**src/sv/rrmv_pkg.sv**
```systemverilog
package rrmv_pkg;

  // field widths
  localparam int PIX_W     = 8;
  localparam int FRAC_W    = 8;
  localparam int MEAN_W    = 16;
  localparam int VAR_W     = 22;
  localparam int CFG_W     = 13;
  localparam int CFG_IDX_W = 3;

  // colour channels
  localparam int NUM_CHAN = 3;
  localparam int CHAN_W   = 2;
  localparam logic [CHAN_W-1:0] CHAN_FIRST = 2'd0;
  localparam logic [CHAN_W-1:0] CHAN_LAST  = 2'd2;

  // register indexes
  localparam logic [CFG_IDX_W-1:0] REG_IMAGE_WIDTH  = 3'd0;
  localparam logic [CFG_IDX_W-1:0] REG_IMAGE_HEIGHT = 3'd1;
  localparam logic [CFG_IDX_W-1:0] REG_COL_FIRST    = 3'd2;
  localparam logic [CFG_IDX_W-1:0] REG_COL_STOP     = 3'd3;
  localparam logic [CFG_IDX_W-1:0] REG_ROW_FIRST    = 3'd4;
  localparam logic [CFG_IDX_W-1:0] REG_ROW_STOP     = 3'd5;

  // register reset values
  localparam logic [CFG_W-1:0] IMAGE_WIDTH_RST  = 13'd640;
  localparam logic [CFG_W-1:0] IMAGE_HEIGHT_RST = 13'd480;
  localparam logic [CFG_W-1:0] COL_FIRST_RST    = 13'd0;
  localparam logic [CFG_W-1:0] COL_STOP_RST     = 13'd640;
  localparam logic [CFG_W-1:0] ROW_FIRST_RST    = 13'd0;
  localparam logic [CFG_W-1:0] ROW_STOP_RST     = 13'd480;

  // multiplier operand selection
  localparam logic [1:0] MUL_NN = 2'd0;  // count * count
  localparam logic [1:0] MUL_NQ = 2'd1;  // count * sum of squares
  localparam logic [1:0] MUL_SS = 2'd2;  // sum * sum

  // divider operand selection
  localparam logic DIV_MEAN = 1'b0;  // sum * 256 / count
  localparam logic DIV_VAR  = 1'b1;  // numerator * 256 / count^2

  // commands from the controller to the datapath
  typedef struct packed {
    logic              pix_take;
    logic              mul_start;
    logic [1:0]        mul_sel;
    logic              div_start;
    logic              div_sel;
    logic [CHAN_W-1:0] chan;
    logic              cap_nsq;
    logic              cap_prod;
    logic              cap_num;
    logic              cap_mean;
    logic              cap_var;
    logic              out_load;
  } rrmv_cmd_t;

  // status from the datapath to the controller
  typedef struct packed {
    logic frame_last;
    logic empty;
    logic mul_busy;
    logic div_busy;
  } rrmv_stat_t;

endpackage

```
**src/sv/rrmv_mul.sv**
```systemverilog
module rrmv_mul #(
  parameter int AW = 41,
  parameter int BW = 33
) (
  input  logic             clk,
  input  logic             rst,
  input  logic             start,
  input  logic [AW-1:0]    a,
  input  logic [BW-1:0]    b,
  output logic             busy,
  output logic [AW+BW-1:0] p
);

  localparam int PW   = AW + BW;
  localparam int CNTW = $clog2(BW + 1);

  logic [CNTW-1:0] cnt;
  logic [PW-1:0]   acc;
  logic [AW-1:0]   a_r;
  logic [BW-1:0]   b_r;

  // step control: one multiplier bit per cycle
  always_ff @(posedge clk) begin
    if (rst) begin
      busy <= 1'b0;
      cnt  <= '0;
    end else if (start) begin
      busy <= 1'b1;
      cnt  <= CNTW'(BW);
    end else if (busy) begin
      cnt <= cnt - CNTW'(1);
      if (cnt == CNTW'(1)) begin
        busy <= 1'b0;
      end
    end
  end

  // shift and add, multiplier msb first
  always_ff @(posedge clk) begin
    if (start) begin
      acc <= '0;
      a_r <= a;
      b_r <= b;
    end else if (busy) begin
      acc <= {acc[PW-2:0], 1'b0} + (b_r[BW-1] ? PW'(a_r) : PW'(0));
      b_r <= {b_r[BW-2:0], 1'b0};
    end
  end

  assign p = acc;

endmodule

```
**src/sv/rrmv_div.sv**
```systemverilog
module rrmv_div #(
  parameter int NW = 74,
  parameter int DW = 50
) (
  input  logic          clk,
  input  logic          rst,
  input  logic          start,
  input  logic [NW-1:0] dividend,
  input  logic [DW-1:0] divisor,
  output logic          busy,
  output logic [NW-1:0] quotient
);

  localparam int CNTW = $clog2(NW + 1);

  logic [CNTW-1:0] cnt;
  logic [DW-1:0]   rem;
  logic [NW-1:0]   quo;
  logic [DW-1:0]   d_r;
  logic [DW:0]     trial;
  logic [DW:0]     diff;
  logic            fits;

  // one quotient bit per cycle, restoring
  always_comb begin
    trial = {rem, quo[NW-1]};
    diff  = trial - {1'b0, d_r};
    fits  = (trial >= {1'b0, d_r});
  end

  // step control
  always_ff @(posedge clk) begin
    if (rst) begin
      busy <= 1'b0;
      cnt  <= '0;
    end else if (start) begin
      busy <= 1'b1;
      cnt  <= CNTW'(NW);
    end else if (busy) begin
      cnt <= cnt - CNTW'(1);
      if (cnt == CNTW'(1)) begin
        busy <= 1'b0;
      end
    end
  end

  // remainder and quotient shift register
  always_ff @(posedge clk) begin
    if (start) begin
      rem <= '0;
      quo <= dividend;
      d_r <= divisor;
    end else if (busy) begin
      rem <= fits ? diff[DW-1:0] : trial[DW-1:0];
      quo <= {quo[NW-2:0], fits};
    end
  end

  assign quotient = quo;

endmodule

```
**src/sv/rrmv_dp.sv**
```systemverilog
module rrmv_dp #(
  parameter int MAX_WIDTH  = 4096,
  parameter int MAX_HEIGHT = 4096
) (
  input  logic                                clk,
  input  logic                                rst,
  input  logic                                cfg_we,
  input  logic [rrmv_pkg::CFG_IDX_W-1:0]      cfg_index,
  input  logic [rrmv_pkg::CFG_W-1:0]          cfg_data,
  input  logic [rrmv_pkg::PIX_W-1:0]          red,
  input  logic [rrmv_pkg::PIX_W-1:0]          green,
  input  logic [rrmv_pkg::PIX_W-1:0]          blue,
  input  rrmv_pkg::rrmv_cmd_t                 cmd,
  output rrmv_pkg::rrmv_stat_t                stat,
  output logic [rrmv_pkg::MEAN_W-1:0]         mean_red,
  output logic [rrmv_pkg::MEAN_W-1:0]         mean_green,
  output logic [rrmv_pkg::MEAN_W-1:0]         mean_blue,
  output logic [rrmv_pkg::VAR_W-1:0]          var_red,
  output logic [rrmv_pkg::VAR_W-1:0]          var_green,
  output logic [rrmv_pkg::VAR_W-1:0]          var_blue,
  output logic                                region_empty
);

  localparam int CFG_W = rrmv_pkg::CFG_W;
  localparam int PIX_W = rrmv_pkg::PIX_W;
  localparam int NCH   = rrmv_pkg::NUM_CHAN;

  // position widths and compare widths
  localparam int XW  = $clog2(MAX_WIDTH);
  localparam int YW  = $clog2(MAX_HEIGHT);
  localparam int XMW = $clog2(MAX_WIDTH + 1);
  localparam int YMW = $clog2(MAX_HEIGHT + 1);
  localparam int LW  = ((XMW > CFG_W) ? XMW : CFG_W) + 1;
  localparam int LH  = ((YMW > CFG_W) ? YMW : CFG_W) + 1;

  // accumulator and arithmetic widths
  localparam int CW   = $clog2(longint'(MAX_WIDTH) * longint'(MAX_HEIGHT) + longint'(1));
  localparam int SW   = CW + PIX_W;
  localparam int QW   = CW + 2 * PIX_W;
  localparam int NUMW = CW + QW;
  localparam int DVW  = NUMW + rrmv_pkg::FRAC_W;
  localparam int DSW  = 2 * CW;
  localparam int PRW  = QW + SW;

  logic [CFG_W-1:0] image_width;
  logic [CFG_W-1:0] image_height;
  logic [CFG_W-1:0] col_first;
  logic [CFG_W-1:0] col_stop;
  logic [CFG_W-1:0] row_first;
  logic [CFG_W-1:0] row_stop;

  logic [XW-1:0] col;
  logic [YW-1:0] row;
  logic [CW-1:0] count;
  logic [SW-1:0] sum   [NCH];
  logic [QW-1:0] sumsq [NCH];

  logic [PIX_W-1:0]   pix [NCH];
  logic [2*PIX_W-1:0] sq  [NCH];

  logic [LW-1:0] w_cfg, w_eff, col_ext, col_inc;
  logic [LH-1:0] h_cfg, h_eff, row_ext, row_inc;
  logic          row_end;
  logic          frame_end;
  logic          in_region;

  logic [QW-1:0]  mul_a;
  logic [SW-1:0]  mul_b;
  logic [PRW-1:0] mul_p;
  logic           mul_busy;
  logic [DVW-1:0] div_n;
  logic [DSW-1:0] div_d;
  logic [DVW-1:0] div_q;
  logic           div_busy;

  logic [DSW-1:0]               nsq;
  logic [NUMW-1:0]              prod;
  logic [NUMW-1:0]              num;
  logic [rrmv_pkg::MEAN_W-1:0]  mean_q   [NCH];
  logic [rrmv_pkg::VAR_W-1:0]   var_q    [NCH];
  logic [rrmv_pkg::MEAN_W-1:0]  mean_out [NCH];
  logic [rrmv_pkg::VAR_W-1:0]   var_out  [NCH];
  logic                         empty_out;

  // configuration registers
  always_ff @(posedge clk) begin
    if (rst) begin
      image_width  <= rrmv_pkg::IMAGE_WIDTH_RST;
      image_height <= rrmv_pkg::IMAGE_HEIGHT_RST;
      col_first    <= rrmv_pkg::COL_FIRST_RST;
      col_stop     <= rrmv_pkg::COL_STOP_RST;
      row_first    <= rrmv_pkg::ROW_FIRST_RST;
      row_stop     <= rrmv_pkg::ROW_STOP_RST;
    end else if (cfg_we) begin
      case (cfg_index)
        rrmv_pkg::REG_IMAGE_WIDTH:  image_width  <= cfg_data;
        rrmv_pkg::REG_IMAGE_HEIGHT: image_height <= cfg_data;
        rrmv_pkg::REG_COL_FIRST:    col_first    <= cfg_data;
        rrmv_pkg::REG_COL_STOP:     col_stop     <= cfg_data;
        rrmv_pkg::REG_ROW_FIRST:    row_first    <= cfg_data;
        rrmv_pkg::REG_ROW_STOP:     row_stop     <= cfg_data;
        default: ;
      endcase
    end
  end

  // frame dimensions, zero counts as one and large values saturate
  always_comb begin
    w_cfg = LW'(image_width);
    h_cfg = LH'(image_height);
    if (w_cfg == LW'(0)) begin
      w_eff = LW'(1);
    end else if (w_cfg > LW'(MAX_WIDTH)) begin
      w_eff = LW'(MAX_WIDTH);
    end else begin
      w_eff = w_cfg;
    end
    if (h_cfg == LH'(0)) begin
      h_eff = LH'(1);
    end else if (h_cfg > LH'(MAX_HEIGHT)) begin
      h_eff = LH'(MAX_HEIGHT);
    end else begin
      h_eff = h_cfg;
    end
  end

  // raster position and region test
  always_comb begin
    col_ext   = LW'(col);
    row_ext   = LH'(row);
    col_inc   = col_ext + LW'(1);
    row_inc   = row_ext + LH'(1);
    row_end   = !(col_inc < w_eff);
    frame_end = row_end && !(row_inc < h_eff);
    in_region = (col_ext >= LW'(col_first)) && (col_ext < LW'(col_stop)) &&
                (row_ext >= LH'(row_first)) && (row_ext < LH'(row_stop));
  end

  always_ff @(posedge clk) begin
    if (rst) begin
      col <= '0;
      row <= '0;
    end else if (cmd.pix_take) begin
      if (!row_end) begin
        col <= XW'(col_inc);
      end else begin
        col <= '0;
        if (row_inc < h_eff) begin
          row <= YW'(row_inc);
        end else begin
          row <= '0;
        end
      end
    end
  end

  // pixel squares
  always_comb begin
    pix[0] = red;
    pix[1] = green;
    pix[2] = blue;
    for (int k = 0; k < NCH; k++) begin
      sq[k] = (2*PIX_W)'(pix[k]) * (2*PIX_W)'(pix[k]);
    end
  end

  // region accumulators, cleared when the result is handed over
  always_ff @(posedge clk) begin
    if (rst || cmd.out_load) begin
      count <= '0;
      for (int k = 0; k < NCH; k++) begin
        sum[k]   <= '0;
        sumsq[k] <= '0;
      end
    end else if (cmd.pix_take && in_region) begin
      count <= count + CW'(1);
      for (int k = 0; k < NCH; k++) begin
        sum[k]   <= sum[k] + SW'(pix[k]);
        sumsq[k] <= sumsq[k] + QW'(sq[k]);
      end
    end
  end

  // multiplier operands
  always_comb begin
    case (cmd.mul_sel)
      rrmv_pkg::MUL_NN: begin
        mul_a = QW'(count);
        mul_b = SW'(count);
      end
      rrmv_pkg::MUL_NQ: begin
        mul_a = sumsq[cmd.chan];
        mul_b = SW'(count);
      end
      rrmv_pkg::MUL_SS: begin
        mul_a = QW'(sum[cmd.chan]);
        mul_b = sum[cmd.chan];
      end
      default: begin
        mul_a = '0;
        mul_b = '0;
      end
    endcase
  end

  // divider operands
  always_comb begin
    case (cmd.div_sel)
      rrmv_pkg::DIV_MEAN: begin
        div_n = DVW'({sum[cmd.chan], {rrmv_pkg::FRAC_W{1'b0}}});
        div_d = DSW'(count);
      end
      rrmv_pkg::DIV_VAR: begin
        div_n = {num, {rrmv_pkg::FRAC_W{1'b0}}};
        div_d = nsq;
      end
      default: begin
        div_n = '0;
        div_d = '0;
      end
    endcase
  end

  rrmv_mul #(
    .AW (QW),
    .BW (SW)
  ) u_mul (
    .clk   (clk),
    .rst   (rst),
    .start (cmd.mul_start),
    .a     (mul_a),
    .b     (mul_b),
    .busy  (mul_busy),
    .p     (mul_p)
  );

  rrmv_div #(
    .NW (DVW),
    .DW (DSW)
  ) u_div (
    .clk      (clk),
    .rst      (rst),
    .start    (cmd.div_start),
    .dividend (div_n),
    .divisor  (div_d),
    .busy     (div_busy),
    .quotient (div_q)
  );

  // intermediate products and per channel results
  always_ff @(posedge clk) begin
    if (cmd.cap_nsq) begin
      nsq <= mul_p[DSW-1:0];
    end
    if (cmd.cap_prod) begin
      prod <= mul_p[NUMW-1:0];
    end
    if (cmd.cap_num) begin
      num <= prod - mul_p[NUMW-1:0];
    end
    if (cmd.cap_mean) begin
      mean_q[cmd.chan] <= div_q[rrmv_pkg::MEAN_W-1:0];
    end
    if (cmd.cap_var) begin
      var_q[cmd.chan] <= div_q[rrmv_pkg::VAR_W-1:0];
    end
  end

  // output register, zeros for an empty region
  always_ff @(posedge clk) begin
    if (cmd.out_load) begin
      empty_out <= (count == CW'(0));
      for (int k = 0; k < NCH; k++) begin
        mean_out[k] <= (count == CW'(0)) ? '0 : mean_q[k];
        var_out[k]  <= (count == CW'(0)) ? '0 : var_q[k];
      end
    end
  end

  assign mean_red     = mean_out[0];
  assign mean_green   = mean_out[1];
  assign mean_blue    = mean_out[2];
  assign var_red      = var_out[0];
  assign var_green    = var_out[1];
  assign var_blue     = var_out[2];
  assign region_empty = empty_out;

  // status to the controller
  always_comb begin
    stat.frame_last = frame_end;
    stat.empty      = (count == CW'(0));
    stat.mul_busy   = mul_busy;
    stat.div_busy   = div_busy;
  end

endmodule

```
**src/sv/rrmv_ctrl.sv**
```systemverilog
module rrmv_ctrl (
  input  logic                 clk,
  input  logic                 rst,
  input  logic                 in_valid,
  output logic                 in_stall,
  output logic                 out_valid,
  input  logic                 out_stall,
  input  rrmv_pkg::rrmv_stat_t stat,
  output rrmv_pkg::rrmv_cmd_t  cmd
);

  localparam logic [3:0] S_PIX     = 4'd0;
  localparam logic [3:0] S_NSQ_GO  = 4'd1;
  localparam logic [3:0] S_NSQ_WT  = 4'd2;
  localparam logic [3:0] S_MEAN_GO = 4'd3;
  localparam logic [3:0] S_MEAN_WT = 4'd4;
  localparam logic [3:0] S_SQ_GO   = 4'd5;
  localparam logic [3:0] S_SQ_WT   = 4'd6;
  localparam logic [3:0] S_SS_GO   = 4'd7;
  localparam logic [3:0] S_SS_WT   = 4'd8;
  localparam logic [3:0] S_VAR_GO  = 4'd9;
  localparam logic [3:0] S_VAR_WT  = 4'd10;
  localparam logic [3:0] S_OUT     = 4'd11;

  logic [3:0]                  state, state_next;
  logic [rrmv_pkg::CHAN_W-1:0] chan, chan_next;

  // sequencer: n^2 once, then mean, n*sumsq, sum^2 and variance per channel; an empty region goes straight to output
  always_comb begin
    state_next = state;
    chan_next  = chan;
    cmd        = '0;
    cmd.chan   = chan;
    case (state)
      S_PIX: begin
        if (in_valid) begin
          cmd.pix_take = 1'b1;
          if (stat.frame_last) begin
            state_next = S_NSQ_GO;
          end
        end
      end
      S_NSQ_GO: begin
        if (stat.empty) begin
          state_next = S_OUT;
        end else begin
          cmd.mul_start = 1'b1;
          cmd.mul_sel   = rrmv_pkg::MUL_NN;
          state_next    = S_NSQ_WT;
        end
      end
      S_NSQ_WT: begin
        cmd.mul_sel = rrmv_pkg::MUL_NN;
        if (!stat.mul_busy) begin
          cmd.cap_nsq = 1'b1;
          chan_next   = rrmv_pkg::CHAN_FIRST;
          state_next  = S_MEAN_GO;
        end
      end
      S_MEAN_GO: begin
        cmd.div_start = 1'b1;
        cmd.div_sel   = rrmv_pkg::DIV_MEAN;
        state_next    = S_MEAN_WT;
      end
      S_MEAN_WT: begin
        cmd.div_sel = rrmv_pkg::DIV_MEAN;
        if (!stat.div_busy) begin
          cmd.cap_mean = 1'b1;
          state_next   = S_SQ_GO;
        end
      end
      S_SQ_GO: begin
        cmd.mul_start = 1'b1;
        cmd.mul_sel   = rrmv_pkg::MUL_NQ;
        state_next    = S_SQ_WT;
      end
      S_SQ_WT: begin
        cmd.mul_sel = rrmv_pkg::MUL_NQ;
        if (!stat.mul_busy) begin
          cmd.cap_prod = 1'b1;
          state_next   = S_SS_GO;
        end
      end
      S_SS_GO: begin
        cmd.mul_start = 1'b1;
        cmd.mul_sel   = rrmv_pkg::MUL_SS;
        state_next    = S_SS_WT;
      end
      S_SS_WT: begin
        cmd.mul_sel = rrmv_pkg::MUL_SS;
        if (!stat.mul_busy) begin
          cmd.cap_num = 1'b1;
          state_next  = S_VAR_GO;
        end
      end
      S_VAR_GO: begin
        cmd.div_start = 1'b1;
        cmd.div_sel   = rrmv_pkg::DIV_VAR;
        state_next    = S_VAR_WT;
      end
      S_VAR_WT: begin
        cmd.div_sel = rrmv_pkg::DIV_VAR;
        if (!stat.div_busy) begin
          cmd.cap_var = 1'b1;
          if (chan == rrmv_pkg::CHAN_LAST) begin
            state_next = S_OUT;
          end else begin
            chan_next  = chan + rrmv_pkg::CHAN_W'(1);
            state_next = S_MEAN_GO;
          end
        end
      end
      S_OUT: begin
        // wait for the output register to be free
        if (!out_valid || !out_stall) begin
          cmd.out_load = 1'b1;
          state_next   = S_PIX;
        end
      end
      default: begin
        state_next = S_PIX;
      end
    endcase
  end

  always_ff @(posedge clk) begin
    if (rst) begin
      state <= S_PIX;
      chan  <= rrmv_pkg::CHAN_FIRST;
    end else begin
      state <= state_next;
      chan  <= chan_next;
    end
  end

  // result valid flag
  always_ff @(posedge clk) begin
    if (rst) begin
      out_valid <= 1'b0;
    end else if (cmd.out_load) begin
      out_valid <= 1'b1;
    end else if (!out_stall) begin
      out_valid <= 1'b0;
    end
  end

  assign in_stall = (state != S_PIX);

  // checks
  a_mul_idle_on_start: assert property (@(posedge clk) disable iff (rst)
    cmd.mul_start |-> !stat.mul_busy)
    else $error("multiplier started while busy");

  a_div_idle_on_start: assert property (@(posedge clk) disable iff (rst)
    cmd.div_start |-> !stat.div_busy)
    else $error("divider started while busy");

  a_no_result_overwrite: assert property (@(posedge clk) disable iff (rst)
    (out_valid && out_stall) |-> !cmd.out_load)
    else $error("held result overwritten");

  a_units_idle_when_taking: assert property (@(posedge clk) disable iff (rst)
    !in_stall |-> !(stat.mul_busy || stat.div_busy))
    else $error("arithmetic unit busy while pixels are taken");

  a_stall_after_frame: assert property (@(posedge clk) disable iff (rst)
    (cmd.pix_take && stat.frame_last) |=> in_stall)
    else $error("pixel taken straight after end of frame");

endmodule

```
**src/sv/rgb_region_mean_variance_top.sv**
```systemverilog
// Region mean and variance for an RGB stream. Pixels arrive in raster order, one per
// transfer, and the block tracks column and row itself against image_width/image_height.
// Pixels inside [col_first, col_stop) x [row_first, row_stop) are summed per channel
// together with their squares and counted. After the last pixel of a frame one result
// is produced: per channel mean (8.8) and population variance (14.8), both floored, or
// zeros with region_empty set when no pixel fell in the region. Within a frame one pixel
// is taken every cycle. After the last pixel the input stalls while a shared bit-serial
// multiplier and a restoring divider (one bit per cycle) work out the statistics, and
// then until the previous result is no longer held by out_stall; for an empty region
// the arithmetic is skipped. Registers are written through the cfg port, which is
// always ready; write them only between frames.
module rgb_region_mean_variance_top #(
  parameter int MAX_WIDTH  = 4096,
  parameter int MAX_HEIGHT = 4096
) (
  input  logic                           clk,
  input  logic                           rst,
  input  logic                           in_valid,
  output logic                           in_stall,
  input  logic [rrmv_pkg::PIX_W-1:0]     red,
  input  logic [rrmv_pkg::PIX_W-1:0]     green,
  input  logic [rrmv_pkg::PIX_W-1:0]     blue,
  output logic                           out_valid,
  input  logic                           out_stall,
  output logic [rrmv_pkg::MEAN_W-1:0]    mean_red,
  output logic [rrmv_pkg::MEAN_W-1:0]    mean_green,
  output logic [rrmv_pkg::MEAN_W-1:0]    mean_blue,
  output logic [rrmv_pkg::VAR_W-1:0]     var_red,
  output logic [rrmv_pkg::VAR_W-1:0]     var_green,
  output logic [rrmv_pkg::VAR_W-1:0]     var_blue,
  output logic                           region_empty,
  input  logic                           cfg_valid,
  output logic                           cfg_ready,
  input  logic [rrmv_pkg::CFG_IDX_W-1:0] cfg_index,
  input  logic [rrmv_pkg::CFG_W-1:0]     cfg_data
);

  rrmv_pkg::rrmv_cmd_t  cmd;
  rrmv_pkg::rrmv_stat_t stat;
  logic                 cfg_we;

  // register writes complete on any valid cycle
  assign cfg_ready = 1'b1;
  assign cfg_we    = cfg_valid && cfg_ready;

  rrmv_ctrl u_ctrl (
    .clk       (clk),
    .rst       (rst),
    .in_valid  (in_valid),
    .in_stall  (in_stall),
    .out_valid (out_valid),
    .out_stall (out_stall),
    .stat      (stat),
    .cmd       (cmd)
  );

  rrmv_dp #(
    .MAX_WIDTH  (MAX_WIDTH),
    .MAX_HEIGHT (MAX_HEIGHT)
  ) u_dp (
    .clk          (clk),
    .rst          (rst),
    .cfg_we       (cfg_we),
    .cfg_index    (cfg_index),
    .cfg_data     (cfg_data),
    .red          (red),
    .green        (green),
    .blue         (blue),
    .cmd          (cmd),
    .stat         (stat),
    .mean_red     (mean_red),
    .mean_green   (mean_green),
    .mean_blue    (mean_blue),
    .var_red      (var_red),
    .var_green    (var_green),
    .var_blue     (var_blue),
    .region_empty (region_empty)
  );

endmodule
```
**config.mk**
```make
export PLATFORM = sky130hd
export DESIGN_NAME = rgb_region_mean_variance_top
export DESIGN_NICKNAME = d
export VERILOG_FILES = /design/src/sv/rrmv_pkg.sv /design/src/sv/rrmv_mul.sv /design/src/sv/rrmv_div.sv /design/src/sv/rrmv_dp.sv /design/src/sv/rrmv_ctrl.sv /design/src/sv/rgb_region_mean_variance_top.sv
export SDC_FILE = /design/constraint.sdc
export NUM_CORES = 2
export LEC_CHECK = 0
export ABC_AREA = 1
export BUFFER_PORTS_ARGS = -buffer_cell sky130_fd_sc_hd__clkbuf_2
export CAP_MARGIN = 25
export CORE_AREA = 5 5 343 345
export CTS_CLUSTER_SIZE = 16
export DETAILED_ROUTE_END_ITERATION = 8
export DIE_AREA = 0 0 348 350
export HOLD_SLACK_MARGIN = 0.15
export PLACE_DENSITY = 0.85
export SLEW_MARGIN = 5
export SYNTH_ARGS = -nofsm -noshare
export SYNTH_HDL_FRONTEND = slang
export SYNTH_SLANG_ARGS = --single-unit
```
**constraint.sdc**
```tcl
create_clock -name clk -period 24.1 [get_ports clk]
set_input_delay 3.615 -clock clk [delete_from_list [all_inputs] [get_ports clk]]
set_output_delay 3.615 -clock clk [all_outputs]
set_load 0.02 [all_outputs]
```
Word-level counts from Yosys, hierarchy flattened
Memory sizes are Yosys's and may differ from the RTL's. A register that Yosys moved wholly into a read port is not among the register bits.
Index checks and enable logic that the tools add are counted.
Operators by class
  add/subtract/negate cells: 15
  $mul: 3
  $lt $le $gt $ge: 9
  eq/ne operators: 31
  muxes and demuxes: 86
  bitwise gates (word level): 8
  reductions and logical operators: 38
Operators with widths (count)
  2-to-1 mux 33 bit: 5
  2-to-1 mux 41 bit: 4
  2-to-1 mux 74 bit: 2
  case mux 74 bit (2 select lines): 1
  adder 41 x 16 -> 41 bit: 3
  case mux 41 bit (3 select lines): 1
  case mux 50 bit (2 select lines): 1
  adder 33 x 8 -> 33 bit: 3
  adder 66 x 41 -> 66 bit: 1
  2-to-1 mux 22 bit: 3
  case mux 33 bit (2 select lines): 1
  subtractor 66 bit: 1
  greater-or-equal comparator 51 x 50 -> 1 bit: 1
  2-to-1 mux 50 bit: 1
  subtractor 50 bit: 1
  multiplier 8 x 8 -> 16 bit: 3
  2-to-1 mux 16 bit: 3
  case mux 4 bit (12 select lines): 1
  2-to-1 mux 4 bit: 10
  2-to-1 mux 1 bit: 32
  < comparator 14 bit: 2
  2-to-1 mux 14 bit: 2
  adder 12 x 1 -> 13 bit, second input constant: 2
  greater-or-equal comparator 12 x 13 -> 1 bit: 2
  44 further kinds: 104
Storage, ports and cells
  flip-flop bits (word level): 646
  RAM bits: 450
  input bits: 45
  output and inout bits: 118
  word-level logic and storage cells: 224
  memories: 6
Memories
  u_dp.sumsq: words 3, width 41, rd ports 4, clocked after Yosys merged registers in 1, write ports 3, RTL line rrmv_dp.sv:56  | logic [QW-1:0] sumsq [NCH];
  u_dp.sum: words 3, width 33, rd ports 4, clocked after Yosys merged registers in 1, write ports 3, RTL line rrmv_dp.sv:55  | logic [SW-1:0] sum [NCH];
  u_dp.var_out: words 3, width 22, rd ports 3, clocked after Yosys merged registers in 0, write ports 3, RTL line rrmv_dp.sv:82  | logic [rrmv_pkg::VAR_W-1:0] var_out [NCH];
  u_dp.var_q: words 3, width 22, rd ports 3, clocked after Yosys merged registers in 0, write ports 1, RTL line rrmv_dp.sv:80  | logic [rrmv_pkg::VAR_W-1:0] var_q [NCH];
  u_dp.mean_out: words 3, width 16, rd ports 3, clocked after Yosys merged registers in 0, write ports 3, RTL line rrmv_dp.sv:81  | logic [rrmv_pkg::MEAN_W-1:0] mean_out [NCH];
  u_dp.mean_q: words 3, width 16, rd ports 3, clocked after Yosys merged registers in 0, write ports 1, RTL line rrmv_dp.sv:79  | logic [rrmv_pkg::MEAN_W-1:0] mean_q [NCH];

Logic depth before layout (Yosys ltp)
  depth in word-level cells: 9
  gate-level depth with buffers: 28
  gate-level depth less buffers: 27

Modules after synthesis
Synthesis repeated with hierarchy kept, for this count alone.
Second synthesis, totals
  cells, all modules: 9391
  area total of the unflattened synthesis: 72175.5 um^2
By module, submodules not included
  rrmv_dp: times used 1, cells each 5870, area each 48754.3 um^2, seq. area each 21550.7 um^2
  rrmv_div: times used 1, cells each 1758, area each 11989.0 um^2, seq. area each 4884.7 um^2
  rrmv_mul: times used 1, cells each 1659, area each 10805.4 um^2, seq. area each 3843.7 um^2
  rrmv_ctrl: times used 1, cells each 102, area each 615.6 um^2, seq. area each 140.1 um^2
  rgb_region_mean_variance_top: times used 1, cells each 2, area each 11.3 um^2, seq. area each 0.0 um^2

Worst setup path before layout
No wires, ideal clock.
  kind: input port to flip-flop
  start point: in out_stall
  end point: mem u_dp.sum[0][0] (netlist name), enable pin
  setup time: 594 ps
  arrival time: 14716 ps
  data required time: 23506 ps
  setup slack: 8790 ps
  cell stages on the path: 5
  buffers on the path: 0
  cell sequence: a21oi_1 > inv_1 > nand2_2 > inv_1 > nand2_1
RTL lines
  start, declared: RTL line rgb_region_mean_variance_top.sv:24  | input logic out_stall,
  end, declared: RTL line rrmv_dp.sv:55

==> flow_metrics.env <==
export IMPL_clock_latency_ps=750
export IMPL_nets=8893
export IMPL_design_area_um2=73700
export IMPL_core_area_um2=114000
export IMPL_async_reset_ff_share_pct=0
export IMPL_dp_cells=9740
export IMPL_cts_setup_buffers=0
export IMPL_syn_avg_cell_area_um2=8.21
export IMPL_post_route_util_pct=64.8
export IMPL_criticalPathCategory="primary input to register"
export IMPL_place_congestion=1.01
export IMPL_track_usage_pct=31.2
export IMPL_drive_gt1_share_pct=6.49
export IMPL_finalSetupTns_ps=0
export IMPL_root_buffer="clkbuf_16"
export IMPL_path_delay_family="adder cells"
export IMPL_ys_types=62
export IMPL_routed_wl_mm=195
export IMPL_cap_violations=0
export IMPL_ant_nets=0
export IMPL_endpoint_kind="register"
export IMPL_grt_pass1_wl_mm=303
export IMPL_drc_errors=0
export IMPL_seq_area_um2=30300
export IMPL_path_cells="clkbuf_2 -> nand2_1 -> inv_1 -> fa_1 -> fa_1 -> inv_1 -> fa_1 -> fa_1 -> inv_1 -> ha_1 -> nand3_1 -> nand2_1 -> a21oi_1 -> o21ai_1 -> nand2_1 -> a21oi_1 -> nand2_1 -> inv_1 -> nand4_1 -> and3_1"
export IMPL_post_drt_wl_per_cell_um=19.6
export IMPL_fin_cells=9954
export IMPL_max_vdd_ir_drop_uv=72.7
export IMPL_yosysSeqAreaShare_pct=44.7
export IMPL_worstPathMaxFanout=12
export IMPL_slowest_stage="fa_1"
export IMPL_post_dp_cell_area_um2=70000
export IMPL_fillers=9289
export IMPL_period_minus_slack_ps=7880
export IMPL_hold_buffers=0
export IMPL_slew_headroom_pct=23.9
export IMPL_intPower_mw=4.76
export IMPL_synth_warnings=0
export IMPL_area_growth_pct=8.72
export IMPL_hp_class="register to register"
export IMPL_rows=124
export IMPL_endpoint="u_dp.sumsq[0][39]"
export IMPL_cts_resized=0
export IMPL_startpoint="red[5]"
export IMPL_via_count=58184
export IMPL_required_ps=24590
export IMPL_timing_hold_ws_ps=429
export IMPL_synth_edf_count=831
export IMPL_setup_viol_count_final=0
export IMPL_dieArea_um2=122000
export IMPL_numCtsBuffers=110
export IMPL_path_buf_inv=5
export IMPL_r2r_start="u_dp.col[2]"
export IMPL_path_clk_slew_ps=60
export IMPL_fin_worst_skew_ps=89.4
export IMPL_postSynthCellCount=8260
export IMPL_clkPwrFrac_pct=20.4
export IMPL_dpl_hpwl_mm=147
export IMPL_initial_utilization_pct=59.6
export IMPL_switching_share_pct=44.3
export IMPL_power_frac_seq_pct=34.4
export IMPL_hold_viol_final=0
export IMPL_antenna_found_initial=2
export IMPL_setup_ws_ps=16220
export IMPL_synth_seq_cells=1098
export IMPL_cp_num_cells=20
export IMPL_cp_slowest_stage_delay_ps=540
export IMPL_dieWidth_um=348
export IMPL_drt_first_pass_iters=7
export IMPL_p_per_area_nw_per_um2=116
export IMPL_grt_max_degree=112
export IMPL_leakage_nw=32.6
export IMPL_multiInputGateArea_um2=31400
export IMPL_r2r_end="u_dp.sum[2][28]"
export IMPL_viasPerCell=5.85
export IMPL_worst_slew_pin_transition_ps=1130
export IMPL_drt_iter0_drc=6712
export IMPL_portBuffers=161
export IMPL_slew_viol_final=0
export IMPL_cts_htree_levels=3
export IMPL_grt_overflow=0
export IMPL_dp_slack_ps=15540
export IMPL_fmax_mhz=127
export IMPL_synth_area_um2=67800
export IMPL_p_sw_mw=3.79
export IMPL_reg2reg_slack_ps=18680
export IMPL_rsz0062_at_grt="false"
export IMPL_cts_sinks=1098
export IMPL_r2r_worst_path_cells=15
export IMPL_power_mw=8.55
export IMPL_min_period_over_period_pct=32.7
export IMPL_cts_tree="built"
export IMPL_syn_nets=8809
export IMPL_cts_buffer_depth=3
export IMPL_min_delay_start="u_dp.u_mul.p[63]"
export IMPL_start_kind="primary input"
export IMPL_arrival_ps=8380
export IMPL_synthFlopType="edfxtp_1"
export IMPL_die_h_um=350
export IMPL_grt_pass1_vias=55869
export IMPL_boundaryPins=163
export IMPL_status="finished, final reports clean"
export IMPL_p_comb_share_pct=45.3
state kept, by name, indices dropped and copies added (netlist names), 66 cells and up, named ones only:
register / count
u_dp.num: 66
u_dp.prod: 66
u_dp.sum: 99
u_dp.sumsq: 123
u_dp.u_div.quotient: 74
u_dp.u_mul.p: 66
u_dp.var_out: 66
u_dp.var_q: 66
synth_stat cells, drive strengths merged (3+ instances only):
cell / number / area, um2
a31oi: 53 / 332
a21oi: 683 / 3420
a21o: 22 / 165
o21ai: 499 / 2520
a21boi: 13 / 97.6
xor2: 158 / 1380
nor3b: 36 / 355
nand3: 352 / 1780
and3: 14 / 87.6
o211ai: 51 / 383
nand2: 1744 / 6570
ha: 387 / 4840
a211oi: 15 / 113
clkinv: 4 / 15.0
nand3b: 7 / 52.6
inv: 1383 / 5190
edfxtp: 831 / 25000
o22ai: 10 / 62.6
or2: 42 / 263
o21a: 18 / 135
buf: 59 / 352
o221ai: 21 / 184
a221oi: 3 / 26.3
nand4: 95 / 609
a22oi: 4 / 30.0
nor2: 894 / 3430
dfxtp: 267 / 5350
o21bai: 39 / 293
xnor2: 65 / 569
nor4: 43 / 269
nor3: 126 / 773
o31ai: 14 / 105
fa: 117 / 2340
clkbuf: 178 / 669
power by group through the flow:
stage	registers [mW]	clock network (mW)	logic [mW]
floorplan	2.83	0	2.71
global placement	2.93	0	3.65
detailed placement	2.95	0	3.74
CTS	2.92	1.75	3.78
global route	2.96	1.83	4.29
finish	2.94	1.74	3.87
per-layer routing:
metal  global-route usage, %  wire (um)  up-vias
met5                       0         13        -
met4                    13.0       8740        2
met3                    4.50      19100      565
met2                    51.2      89300     3154
met1                    42.0      78100    27146
li1                        -          -    27317
worst reg2reg max path, delay by kind of cell, from the launching register on:
kind                     cells  cell delay [ps]
buffers and inverters        6             2620
AND/OR/NAND/NOR              4              840
AO/OA/AOI/OAI                4              720
flip-flops                   1              470
adder cells (fa/ha/maj)      1              300
cell families after synthesis:
| kind of cell | count (synthesis) | share of synthesized area (%) |
|---|---|---|
| buf+inv | 1624 | 9.18 |
| simple gates | 3357 | 21.0 |
| compound gates | 1451 | 11.7 |
| mux | 2 | 0.0295 |
| other cells | 1 | 0.00553 |
| flops | 1098 | 44.7 |
| xor+xnor | 223 | 2.88 |
| fa+ha+maj | 504 | 10.6 |
cell usage in the layout (no fill, tap or decap), drive strengths merged, types with 15 or more instances in the layout:
| cell | n |
|---|---|
| a211oi | 15 |
| a21o | 22 |
| a21oi | 683 |
| a31oi | 53 |
| buf | 47 |
| clkbuf | 309 |
| clkinv | 47 |
| dfxtp | 267 |
| edfxtp | 831 |
| fa | 117 |
| ha | 387 |
| inv | 1387 |
| nand2 | 1744 |
| nand3 | 352 |
| nand4 | 95 |
| nor2 | 894 |
| nor3 | 126 |
| nor3b | 36 |
| nor4 | 43 |
| o211ai | 51 |
| o21a | 18 |
| o21ai | 499 |
| o21bai | 39 |
| o221ai | 21 |
| or2 | 42 |
| xnor2 | 65 |
| xor2 | 158 |
how the worst min path moves through the flow:
stage | end | depth (start not counted) | slack, ps
floorplan | u_dp.prod[63] | 0 | 410
global placement | u_dp.prod[63] | 0 | 420
detailed placement | u_dp.prod[63] | 0 | 410
CTS | u_dp.prod[63] | 0 | 430
global route | u_dp.prod[63] | 0 | 460
finish | u_dp.prod[63] | 0 | 430
final cells by class:
cell class,count,area share (%)
antenna,2,0.00679
clock buffer,147,4.06
clock inverter,61,0.913
inverter,1387,7.07
multi-input combinational,5538,42.6
sequential,1098,41.1
tap,1512,2.57
timing repair buffer,209,1.70
(Power assumes the default switching activity.)
